==> src/rtl/assert_macros.svh <==
// Assertion macros used by the top level of the setpoint limiter.
`ifndef ASSERT_MACROS_SVH
`define ASSERT_MACROS_SVH

// A property that must hold at every clock edge out of reset.
`define ASSERT_HOLDS(label, prop, msg) \
    label: assert property (@(posedge i_clk) disable iff (!i_rst_n) (prop)) else $error(msg);

// A condition that, when seen, must come with a consequence in the same cycle.
`define ASSERT_IMPLIES(label, ante, cons, msg) \
    label: assert property (@(posedge i_clk) disable iff (!i_rst_n) \
        (ante) |-> (cons)) else $error(msg);

`endif

==> src/rtl/elsl_pkg.sv <==
// Constants, types and divider interface structs for the setpoint limiter.
`timescale 1ns / 1ps

package elsl_pkg;

    localparam int ADC_BITS = 12;
    localparam int CODE_W = 12;
    localparam logic [CODE_W-1:0] ADC_MASK = CODE_W'((1 << ADC_BITS) - 1);

    localparam logic OP_COMMAND = 1'b0;
    localparam logic OP_MEASURE = 1'b1;

    localparam int CMD_MODE_BIT = 15;
    localparam int SET_W = 15;

    localparam int MV_PER_STEP = 50;
    localparam int T_GAIN = 754;
    localparam int T_DIV = 9500;
    localparam int T_OFFSET = 50;
    localparam int P_BASE = 280000;
    localparam int P_SLOPE = 2200;
    localparam int P_REF_TEMP = 25;
    localparam int P_CAP = 240000;
    localparam int P_SCALE = 10;
    localparam int I_CAP = 20000;
    localparam int V_MIN_MV = 2000;
    localparam int T_MAX_C = 125;
    localparam int MILLI = 1000;

    localparam int VMV_W = 18;
    localparam int TPROD_W = 22;
    localparam int TEMP_W = 10;
    localparam int PWR_W = 18;
    localparam int PREQ_W = 19;
    localparam int MP_W = 21;
    localparam int PROD_W = 28;
    localparam int SETP_W = 17;
    localparam int LIM_W = 15;

    // Divider geometry: remainder width, quotient width and step count width.
    localparam int REM_W = 18;
    localparam int QUOT_W = 17;
    localparam int STEP_W = 5;
    localparam int TEMP_QW = 9;

    localparam logic signed [MP_W-1:0] P_INTERCEPT_S = MP_W'(P_BASE + P_SLOPE * P_REF_TEMP);
    localparam logic signed [MP_W-1:0] P_SLOPE_S = MP_W'(P_SLOPE);
    localparam logic signed [MP_W-1:0] P_CAP_S = MP_W'(P_CAP);
    localparam logic signed [TEMP_W-1:0] T_MAX_S = TEMP_W'(T_MAX_C);

    typedef struct packed {
        logic              start;
        logic [REM_W-1:0]  rem;
        logic [QUOT_W-1:0] low;
        logic [REM_W-1:0]  den;
        logic [STEP_W-1:0] steps;
    } t_div_req;

    typedef struct packed {
        logic              done;
        logic [QUOT_W-1:0] quot;
    } t_div_rsp;

endpackage

==> src/rtl/elsl_div.sv <==
// Bit-serial restoring divider, one quotient bit per cycle.
`timescale 1ns / 1ps

module elsl_div import elsl_pkg::*; (
    input  logic     i_clk,
    input  logic     i_rst_n,
    input  t_div_req i_req,
    output t_div_rsp o_rsp
);

    logic              r_busy;
    logic              r_done;
    logic [STEP_W-1:0] r_cnt;
    logic [REM_W-1:0]  r_rem;
    logic [QUOT_W-1:0] r_low;
    logic [QUOT_W-1:0] r_quot;
    logic [REM_W-1:0]  r_den;

    logic [REM_W:0]    n_trial;
    logic [REM_W:0]    n_diff;
    logic              n_bit;
    logic [REM_W-1:0]  n_rem;

    always_comb begin
        n_trial = {r_rem, r_low[QUOT_W-1]};
        n_diff  = n_trial - {1'b0, r_den};
        n_bit   = n_trial >= {1'b0, r_den};
        n_rem   = n_bit ? n_diff[REM_W-1:0] : n_trial[REM_W-1:0];
    end

    always_ff @(posedge i_clk) begin
        if (!i_rst_n) begin
            r_busy <= 1'b0;
            r_done <= 1'b0;
            r_cnt  <= '0;
        end else begin
            r_done <= 1'b0;
            if (i_req.start) begin
                r_busy <= 1'b1;
                r_cnt  <= i_req.steps;
            end else if (r_busy) begin
                r_cnt <= r_cnt - STEP_W'(1);
                if (r_cnt == STEP_W'(1)) begin
                    r_busy <= 1'b0;
                    r_done <= 1'b1;
                end
            end
        end
    end

    always_ff @(posedge i_clk) begin
        if (i_req.start) begin
            r_rem  <= i_req.rem;
            r_low  <= i_req.low;
            r_den  <= i_req.den;
            r_quot <= '0;
        end else if (r_busy) begin
            r_rem  <= n_rem;
            r_low  <= {r_low[QUOT_W-2:0], 1'b0};
            r_quot <= {r_quot[QUOT_W-2:0], n_bit};
        end
    end

    assign o_rsp.done = r_done;
    assign o_rsp.quot = r_quot;

endmodule

==> src/rtl/electronic_load_setpoint_limiter.sv <==
// Top level of the setpoint limiter: sequencer, power derating and output register.
//
//  channel  direction  handshake         payload
//  input    in         i_valid/o_stall   operation, command word, voltage and temperature codes
//  output   out        o_valid/i_stall   setpoint, limit, millivolts, degrees, two flags
//
// A command word is taken without leaving the idle state and gives no word on the output.
// A measurement below 2 V skips the current divisions, current mode runs one and power mode two;
// the serial divider sets its length, with 9 steps for degrees and 17 for each current division.
// Reset clears the mode and both stored setpoints and empties the output register.
// A measurement may be taken while the previous result waits; it finishes when that is taken.
`timescale 1ns / 1ps
`include "assert_macros.svh"

module electronic_load_setpoint_limiter import elsl_pkg::*; (
    input  logic                     i_clk,
    input  logic                     i_rst_n,
    input  logic                     i_valid,
    output logic                     o_stall,
    input  logic                     i_operation,
    input  logic [15:0]              i_command_word,
    input  logic [CODE_W-1:0]        i_voltage_code,
    input  logic [CODE_W-1:0]        i_temperature_code,
    output logic                     o_valid,
    input  logic                     i_stall,
    output logic [SETP_W-1:0]        o_current_setpoint_ma,
    output logic [LIM_W-1:0]         o_current_limit_ma,
    output logic [VMV_W-1:0]         o_voltage_mv,
    output logic signed [TEMP_W-1:0] o_temperature_c,
    output logic                     o_undervoltage,
    output logic                     o_overtemperature
);

    typedef enum logic [2:0] {
        S_IDLE,
        S_TEMP,
        S_PWR,
        S_LIM_GO,
        S_LIM,
        S_SET_GO,
        S_SET,
        S_FIN
    } t_state;

    t_state                    r_state;
    logic                      r_power_mode;
    logic [SET_W-1:0]          r_req_current;
    logic [SET_W-1:0]          r_req_power;
    logic [VMV_W-1:0]          r_vmv;
    logic                      r_uv;
    logic                      r_ot;
    logic signed [TEMP_W-1:0]  r_temp;
    logic [PWR_W-1:0]          r_max_power;
    logic [PWR_W-1:0]          r_p;
    logic [LIM_W-1:0]          r_limit;
    logic [SETP_W-1:0]         r_setpoint;
    logic                      r_out_valid;
    logic [SETP_W-1:0]         r_o_setpoint;
    logic [LIM_W-1:0]          r_o_limit;
    logic [VMV_W-1:0]          r_o_vmv;
    logic signed [TEMP_W-1:0]  r_o_temp;
    logic                      r_o_uv;
    logic                      r_o_ot;

    logic [CODE_W-1:0]         n_vcode;
    logic [CODE_W-1:0]         n_tcode;
    logic [VMV_W-1:0]          n_vmv;
    logic [TPROD_W-1:0]        n_tprod;
    logic signed [MP_W-1:0]    n_temp_ext;
    logic signed [MP_W-1:0]    n_mp_raw;
    logic                      n_ot;
    logic [PWR_W-1:0]          n_max_power;
    logic [PREQ_W-1:0]         n_p_req;
    logic [PWR_W-1:0]          n_p;
    logic [PWR_W-1:0]          n_mul_src;
    logic [PROD_W-1:0]         n_prod;
    logic [LIM_W-1:0]          n_limit;
    logic                      n_take;
    t_div_req                  n_div_req;
    t_div_rsp                  w_div_rsp;

    assign n_take = i_valid && !o_stall;

    always_comb begin
        n_vcode = i_voltage_code & ADC_MASK;
        n_tcode = i_temperature_code & ADC_MASK;
        n_vmv   = VMV_W'(VMV_W'(n_vcode) * VMV_W'(MV_PER_STEP));
        n_tprod = TPROD_W'(TPROD_W'(n_tcode) * TPROD_W'(T_GAIN));

        n_temp_ext = MP_W'(r_temp);
        n_mp_raw   = P_INTERCEPT_S - P_SLOPE_S * n_temp_ext;
        n_ot       = r_temp > T_MAX_S;
        if (n_ot || n_mp_raw < 0) begin
            n_max_power = '0;
        end else if (n_mp_raw > P_CAP_S) begin
            n_max_power = PWR_W'(P_CAP);
        end else begin
            n_max_power = n_mp_raw[PWR_W-1:0];
        end

        n_p_req = PREQ_W'(PREQ_W'(r_req_power) * PREQ_W'(P_SCALE));
        n_p     = (n_p_req > {1'b0, r_max_power}) ? r_max_power : n_p_req[PWR_W-1:0];

        n_mul_src = (r_state == S_SET_GO) ? r_p : r_max_power;
        n_prod    = PROD_W'(PROD_W'(n_mul_src) * PROD_W'(MILLI));

        n_limit = (w_div_rsp.quot > QUOT_W'(I_CAP)) ? LIM_W'(I_CAP)
                                                     : w_div_rsp.quot[LIM_W-1:0];

        n_div_req.start = 1'b0;
        n_div_req.rem   = REM_W'(n_prod[PROD_W-1:QUOT_W]);
        n_div_req.low   = n_prod[QUOT_W-1:0];
        n_div_req.den   = r_vmv;
        n_div_req.steps = STEP_W'(QUOT_W);
        case (r_state)
            S_IDLE: begin
                n_div_req.start = n_take && (i_operation == OP_MEASURE);
                n_div_req.rem   = REM_W'(n_tprod[TPROD_W-1:TEMP_QW]);
                n_div_req.low   = {n_tprod[TEMP_QW-1:0], {(QUOT_W - TEMP_QW){1'b0}}};
                n_div_req.den   = REM_W'(T_DIV);
                n_div_req.steps = STEP_W'(TEMP_QW);
            end
            S_LIM_GO, S_SET_GO: begin
                n_div_req.start = 1'b1;
            end
            default: begin
                n_div_req.start = 1'b0;
            end
        endcase
    end

    elsl_div u_div (
        .i_clk   (i_clk),
        .i_rst_n (i_rst_n),
        .i_req   (n_div_req),
        .o_rsp   (w_div_rsp)
    );

    always_ff @(posedge i_clk) begin
        if (!i_rst_n) begin
            r_state       <= S_IDLE;
            r_power_mode  <= 1'b0;
            r_req_current <= '0;
            r_req_power   <= '0;
            r_out_valid   <= 1'b0;
        end else begin
            if (r_out_valid && !i_stall && r_state != S_FIN) begin
                r_out_valid <= 1'b0;
            end
            case (r_state)
                S_IDLE: begin
                    if (n_take) begin
                        if (i_operation == OP_MEASURE) begin
                            r_vmv   <= n_vmv;
                            r_uv    <= n_vmv < VMV_W'(V_MIN_MV);
                            r_state <= S_TEMP;
                        end else if (i_command_word[CMD_MODE_BIT]) begin
                            r_power_mode <= 1'b1;
                            r_req_power  <= i_command_word[SET_W-1:0];
                        end else begin
                            r_power_mode  <= 1'b0;
                            r_req_current <= i_command_word[SET_W-1:0];
                        end
                    end
                end
                S_TEMP: begin
                    if (w_div_rsp.done) begin
                        r_temp  <= {1'b0, w_div_rsp.quot[TEMP_QW-1:0]} - TEMP_W'(T_OFFSET);
                        r_state <= S_PWR;
                    end
                end
                S_PWR: begin
                    r_ot        <= n_ot;
                    r_max_power <= n_max_power;
                    if (r_uv) begin
                        r_limit    <= '0;
                        r_setpoint <= '0;
                        r_state    <= S_FIN;
                    end else begin
                        r_state <= S_LIM_GO;
                    end
                end
                S_LIM_GO: begin
                    r_p     <= n_p;
                    r_state <= S_LIM;
                end
                S_LIM: begin
                    if (w_div_rsp.done) begin
                        r_limit <= n_limit;
                        if (r_power_mode) begin
                            r_state <= S_SET_GO;
                        end else begin
                            r_setpoint <= (SETP_W'(r_req_current) > SETP_W'(n_limit))
                                          ? SETP_W'(n_limit) : SETP_W'(r_req_current);
                            r_state    <= S_FIN;
                        end
                    end
                end
                S_SET_GO: begin
                    r_state <= S_SET;
                end
                S_SET: begin
                    if (w_div_rsp.done) begin
                        r_setpoint <= w_div_rsp.quot;
                        r_state    <= S_FIN;
                    end
                end
                S_FIN: begin
                    if (!r_out_valid || !i_stall) begin
                        r_out_valid  <= 1'b1;
                        r_o_setpoint <= r_setpoint;
                        r_o_limit    <= r_limit;
                        r_o_vmv      <= r_vmv;
                        r_o_temp     <= r_temp;
                        r_o_uv       <= r_uv;
                        r_o_ot       <= r_ot;
                        r_state      <= S_IDLE;
                    end
                end
                default: begin
                    r_state <= S_IDLE;
                end
            endcase
        end
    end

    assign o_stall               = r_state != S_IDLE;
    assign o_valid               = r_out_valid;
    assign o_current_setpoint_ma = r_o_setpoint;
    assign o_current_limit_ma    = r_o_limit;
    assign o_voltage_mv          = r_o_vmv;
    assign o_temperature_c       = r_o_temp;
    assign o_undervoltage        = r_o_uv;
    assign o_overtemperature     = r_o_ot;

    `ASSERT_IMPLIES(a_uv_zero, o_valid && o_undervoltage, o_current_setpoint_ma == '0 && o_current_limit_ma == '0, "Undervoltage word carries a non-zero current.")
    `ASSERT_IMPLIES(a_ot_zero, o_valid && o_overtemperature, o_current_setpoint_ma == '0 && o_current_limit_ma == '0, "Overtemperature word carries a non-zero current.")
    `ASSERT_IMPLIES(a_lim_cap, o_valid, o_current_limit_ma <= LIM_W'(I_CAP), "Current limit exceeds its cap.")
    `ASSERT_HOLDS(a_div_idle, !(w_div_rsp.done && (r_state == S_IDLE || r_state == S_FIN)), "Divider finished with no division pending.")

endmodule
==> config.mk <==
export PLATFORM = sky130hd
export DESIGN_NAME = electronic_load_setpoint_limiter
export DESIGN_NICKNAME = d
export VERILOG_FILES = /design/src/rtl/elsl_pkg.sv /design/src/rtl/elsl_div.sv /design/src/rtl/electronic_load_setpoint_limiter.sv
export VERILOG_INCLUDE_DIRS = /design/src /design/src/rtl
export SDC_FILE = /design/constraint.sdc
export NUM_CORES = 1
export LEC_CHECK = 0
export BUFFER_PORTS_ARGS = -buffer_cell sky130_fd_sc_hd__buf_2
export CORE_MARGIN = 1.5
export CORE_UTILIZATION = 40
export CTS_BUF_LIST = sky130_fd_sc_hd__clkbuf_8
export DETAILED_ROUTE_END_ITERATION = 12
export SYNTH_ARGS = -nofsm -noshare
export SYNTH_HDL_FRONTEND = slang
export SYNTH_SLANG_ARGS = --single-unit
==> constraint.sdc <==
create_clock -name i_clk -period 8 [get_ports i_clk]
set_clock_uncertainty 0.05 [all_clocks]
set_input_delay 0.4 -clock i_clk [delete_from_list [all_inputs] [get_ports i_clk]]
set_output_delay 0.4 -clock i_clk [all_outputs]
set_load 0.01 [all_outputs]
# After elaboration in Yosys (flattened, before gate mapping)

Cells that the tools add are included.

Memories kept: 0
Flip-flop bits (word level): 269
Logic and storage cells: 133
ROM bits: 0
Bits of input ports: 45
Latch bits: 0
Output and inout port bits: 64
Bits in writable memories: 0

Order comparisons: 8
Multipliers: 5
Shift operators: 0
Add/sub/neg operators: 4
Divide/modulo/power cells: 0
Equal/unequal tests: 17
Muxes and demuxes: 39
Reductions and logical operators: 28
Bitwise operators: 4

Operators with widths:

| operator                                                                        | count |
|---|---|
| 18-bit 2-to-1 mux                                                               | 6 |
| 17-bit 2-to-1 mux                                                               | 6 |
| 15-bit 2-to-1 mux                                                               | 4 |
| 53-bit 2-to-1 mux                                                               | 1 |
| 17-bit one-hot mux with 3 select lines                                          | 1 |
| 15-bit one-hot mux with 2 select lines                                          | 1 |
| 18-bit by 7-bit multiplier with 25-bit output (second input constant)           | 1 |
| 3-bit one-hot mux with 8 select lines                                           | 1 |
| 21-bit by 19-bit > comparator with 1-bit output (second input constant)         | 1 |
| 21-bit by 1-bit less-than comparator with 1-bit output (second input constant)  | 1 |
| 12-bit by 9-bit multiplier with 21-bit output (second input constant)           | 1 |
| 3-bit 2-to-1 mux                                                                | 7 |
| 20-bit by 21-bit subtractor with 21-bit output (first input constant)           | 1 |
| 19-bit by 18-bit >= comparator with 1-bit output                                | 1 |
| 19-bit by 18-bit > comparator with 1-bit output                                 | 1 |
| 18-bit by 11-bit less-than comparator with 1-bit output (second input constant) | 1 |
| 10-bit by 10-bit multiplier with 18-bit output (first input constant)           | 1 |
| 15-bit by 3-bit multiplier with 18-bit output (second input constant)           | 1 |
| 18-bit subtractor                                                               | 1 |
| 17-bit by 15-bit > comparator with 1-bit output (second input constant)         | 1 |
| 12-bit by 5-bit multiplier with 17-bit output (second input constant)           | 1 |
| 4-bit AND reduction                                                             | 4 |
| 15-bit > comparator                                                             | 1 |
| 3-bit equality test (second input constant)                                     | 4 |
| other kinds (25)                                                                | 56 |

# Depth between registers and ports, before layout

Depth in word-level cells: 7
Gate-level depth with buffers: 23
Mapped depth without buffers: 22

# Modules after synthesis

Synthesis repeated with hierarchy kept, for this count alone.

Cells, all modules: 1,928
Area, all modules: 20,668.6 µm²

Modules (own cells, without submodules):

| module                           | times used | sequential area each (µm²) | cells an instance | area each (µm²) |
|---|---|---|---|---|
| electronic_load_setpoint_limiter | 1          | 5,325.1                    | 1,543             | 16,500.8 |
| elsl_div                         | 1          | 2,072.0                    | 385               | 4,167.7 |

# Least setup slack after synthesis

Ideal clock, no wire load.

Kind: flip-flop to flip-flop
From: reg r_state[1]
To: reg u_div.r_rem[10], data pin
Data required time: 7,783 ps
Data arrival time: 5,945 ps
Setup time: 167 ps
Slack: 1,837 ps
Period minus slack after synthesis: 6,163 ps
Cell stages (with the launch flop): 21
Buffers on the path: 2
Cell sequence: dfxtp_1 clkbuf_1 nor2_1 and2_1 clkbuf_1 nor2_1 a21oi_1 inv_1 fa_1 fa_1 fa_1 fa_1 ha_1 or3_1 o21a_1 o311a_1 o41a_1 a221oi_1 o211ai_1 o221a_2 a211oi_1

Cells in the longest elaborated chain, start to end: 6
Elaborated cells on any way between the ends: 13
Those cells by class: mul: 1; eq/ne: 2; mux: 4; reduce/logical: 6

RTL lines:

| what                                                                                  | line                                    | source |
|---|---|---|
| start: declaration                                                                    | electronic_load_setpoint_limiter.sv:45  | `t_state r_state;` |
| start signal: assignment                                                              | electronic_load_setpoint_limiter.sv:141 | `r_state <= S_IDLE;` |
| start signal: assignment                                                              | electronic_load_setpoint_limiter.sv:156 | `r_state <= S_TEMP;` |
| start signal: assignment                                                              | electronic_load_setpoint_limiter.sv:169 | `r_state <= S_PWR;` |
| branches (longest 5 deep; another with 18-bit by 7-bit multiplier with 25-bit output) | --                                      |  |
| 18-bit 2-to-1 mux *                                                                   | elsl_div.sv:52                          | `if (i_req.start) begin` |
| end signal: assignment                                                                | elsl_div.sv:53                          | `r_rem <= i_req.rem;` |
| end signal: assignment                                                                | elsl_div.sv:58                          | `r_rem <= n_rem;` |
| end: declaration                                                                      | elsl_div.sv:14                          | `logic [REM_W-1:0] r_rem;` |

Mark *: on every way between the ends.
A chain may end at the register's enable or synchronous reset.

# Final worst setup path

From: reg r_state[2]
To: reg u_div.r_rem[10], data pin

The elaborated chain is that of the path after synthesis.

==> flow_summary_export.csv <==
group,metric,value,unit
synthesis,postSynthNetCount,2388,
floorplan,ioPinCount,109,
final_layout,areaGrowthSynthToFinish,12.0,%
critical_path,cp.required,8.39,ns
timing,finalSetupViolations,0,
synthesis,postSynthAreaPerCell,10.5,um^2
min_path,hold_path.startpoint,"i_stall",
floorplan,fp.dieW,229,um
floorplan,fp.dieH,229,um
routing,viasPerCell,5.15,
timing,fin_crit_sh,0.877,
critical_path,startpoint,"r_state[2]",
critical_path,crit_top_cell,"fa_1",
global_route,antenna_found_initial,1,
clocking,clock_latency,0.62,ns
floorplan,dieArea,52300,um^2
power_and_ir_drop,power.total,6.44,mW
global_route,grt_pass1_wl,74.2,mm
min_path,min_path_type,"in -> reg",
final_layout,fin_area,22800,um^2
global_route,grt_remaining_overflow,0,
routing,wire_per_inst,16.2,um
routing,vias,14300,
synthesis,yosysSeqAreaShare,0.356,
synthesis,synth-seq-cells,261,
timing,worst_pin_slew,1.19,ns
clocking,numCtsBuffers,45,
clocking,cts_tree,"done",
critical_path,critPathSlowestCell,"fa_1",
timing,worst_slack,0.985,ns
final_layout,final_core_util,0.455,
critical_path,crit_arrival,7.40,ns
routing,top_layer,"met5",
floorplan,rows,82,
global_route,grt_max_degree,48,
power_and_ir_drop,peakVddDrop,0.209,mV
critical_path,critPathMaxStageDelay,0.59,ns
critical_path,crit_chain,"inv_1 -> nor2_1 -> and2_1 -> nor2_1 -> a21oi_1 -> inv_1 -> fa_1 -> fa_1 -> fa_1 -> fa_1 -> ha_1 -> or3_1 -> o21a_1 -> o311a_1 -> o41a_1 -> a221oi_1 -> o211ai_1 -> o221a_2 -> a211oi_1",
floorplan,start_util,0.406,
synthesis,ys_top_cells_by_area,"edfxtp_1 (30%), ha_1 (18%), fa_1 (11%)",
timing,max_freq,143,MHz
final_layout,n_fill_cell,4701,
place,gp_congestion,0.853,
routing,drc,0,
place,dp_cells,2684,
routing,wl_met3,1.67,mm
clocking,cts-root-buf,"clkbuf_8",
critical_path,r2r_start,"r_state[2]",
critical_path,worstSetupEndpointType,"flip-flop",
synthesis,yosysTopAreaCellShare,0.298,
synthesis,synth_flop_cell,"edfxtp_1",
final_layout,layoutNonFillerInstCount,2786,
synthesis,synth_edf_count,202,
floorplan,coreArea,50200,um^2
final_layout,layout_commonest_cell,"ha_1",
final_layout,num-nets-final,2528,
timing,period_minus_slack,7.02,ns
routing,wl_met2,21.3,mm
place,io_buffer_count,107,
synthesis,async_flop_share,0,
synthesis,synth_warnings,0,
routing,ant_nets,0,
run,maxCapViolations,0,
critical_path,crit_path_start_kind,"flip-flop",
clocking,cts_sinks,261,
synthesis,synth_cell_types,85,
synthesis,syn_inst,1938,
timing,hold_viol_final,0,
synthesis,syn_area,20400,um^2
routing,drt_iter0_drc,637,
final_layout,drive_gt1_frac,0.117,
clocking,clockBufferDepth,3,
critical_path,criticalPathCategory,"reg -> reg",
timing,timing.slew.headroom,0.200,
routing,wl,45.1,mm
place,hpwl,35.4,mm
global_route,grt.total_usage,0.174,
clocking,clkSlewWorstSetupHoldPaths,0.06,ns
synthesis,synth_top_area_cell,"edfxtp_1",
routing,wl_met1,21.1,mm
power_and_ir_drop,power.density,282,nW/um^2
clocking,htreeDepth,2,
final_layout,final_cell_mix,"ha_1 (290), inv_1 (238), edfxtp_1 (202)",
timing,rsz0062_at_grt,"false",
place,place_area,21700,um^2
place,place_ws,1.01,ns
global_route,first_global_vias,14700,
routing,dr.pass1.iters,5,
critical_path,cp_max_fo,12,
timing,slew_viol_final,0,
timing,setup_tns,0,ns
timing,hold_ws,0.0873,ns
run_status,status,"complete, no violations",
power_and_ir_drop,p_leak,10.1,nW
final_layout,diodes,0,
[where the power goes]
group | internal [mW] | switching (mW)
Clock | 0.681 | 0.575
Sequential | 1.71 | 0.102
Combinational | 1.47 | 1.90
Total | 3.87 | 2.57
[cells in the mapped netlist, types with 10 or more instances]
library cell  instances
ha_1                290
inv_1               227
edfxtp_1            202
nand2_1             142
a21oi_1             118
fa_1                115
nor2_1              110
o21ai_0              71
dfxtp_1              59
xnor2_1              59
clkbuf_1             43
and2_1               35
nor3_1               33
xor2_1               33
a21o_1               27
nand3_1              27
o21a_1               27
mux2i_1              25
nand2b_1             22
mux2_2               18
nor2b_1              18
a211oi_1             17
and3_1               17
o211ai_1             14
nand4_1              13
or3_1                12
a31oi_1              11
a22o_1               10
[routing by layer]
metal,up-vias,GRT usage
li1,7134,-
met1,6926,0.230
met2,226,0.295
met3,59,0.0259
met4,2,0.0532
met5,-,0
[critical path, delay by kind of cell, from the launching register on]
kind	cells	cell delay [ns]
buffers and inverters	2	0.42
DFF	1	0.51
AOI/OAI and AO/OA	8	2.33
adders and majority gates	5	2.34
and+or+nand+nor	4	1.17
[flip-flops by register name, summed over array words and instances, names as in the netlist, 17 cells and up]
register and count:
r_setpoint 17, r_vmv 17, u_div.r_rem 18, u_div.r_den 17, o_voltage_mv 17, u_div.r_quot 17, r_p 17, o_current_setpoint_ma 17
[cell type report]
cell class	instances	area (um^2)	area share
multi-input cells	1397	12100	0.529
flip-flops and latches	261	7250	0.318
repair buffers	145	868	0.0381
inverters	228	856	0.0375
well taps	672	841	0.0369
clock buffers	50	688	0.0302
clock inverters	33	248	0.0109
[worst paths after layout]
path,end,slack (ns),depth (start not counted)
worst max register to register,u_div.r_rem[10],0.99,19
worst min register to register,o_current_setpoint_ma[6],0.37,0
worst min-delay path,o_valid,0.09,3
worst max-delay path,u_div.r_rem[10],0.99,19
[repair_timing]
| item | in CTS | in global routing |
|---|---|---|
| hold endpoints to repair | 34 | 0 |
| buffers inserted | 0 | 0 |
| hold buffers | 19 | 0 |
| gates resized for setup | 0 | 0 |
[kinds of logic after synthesis]
kind of cell               after synthesis  share of synthesized area
other                                    1                   0.000184
adders and majority gates              405                      0.291
DFF                                    261                      0.356
and+or+nand+nor                        484                      0.119
AOI/OAI and AO/OA                      371                      0.119
buffers and inverters                  280                     0.0530
muxes                                   44                     0.0230
xor gates and xnor gates                92                     0.0395
No activity file was read; power rests on OpenSTA's default activity.
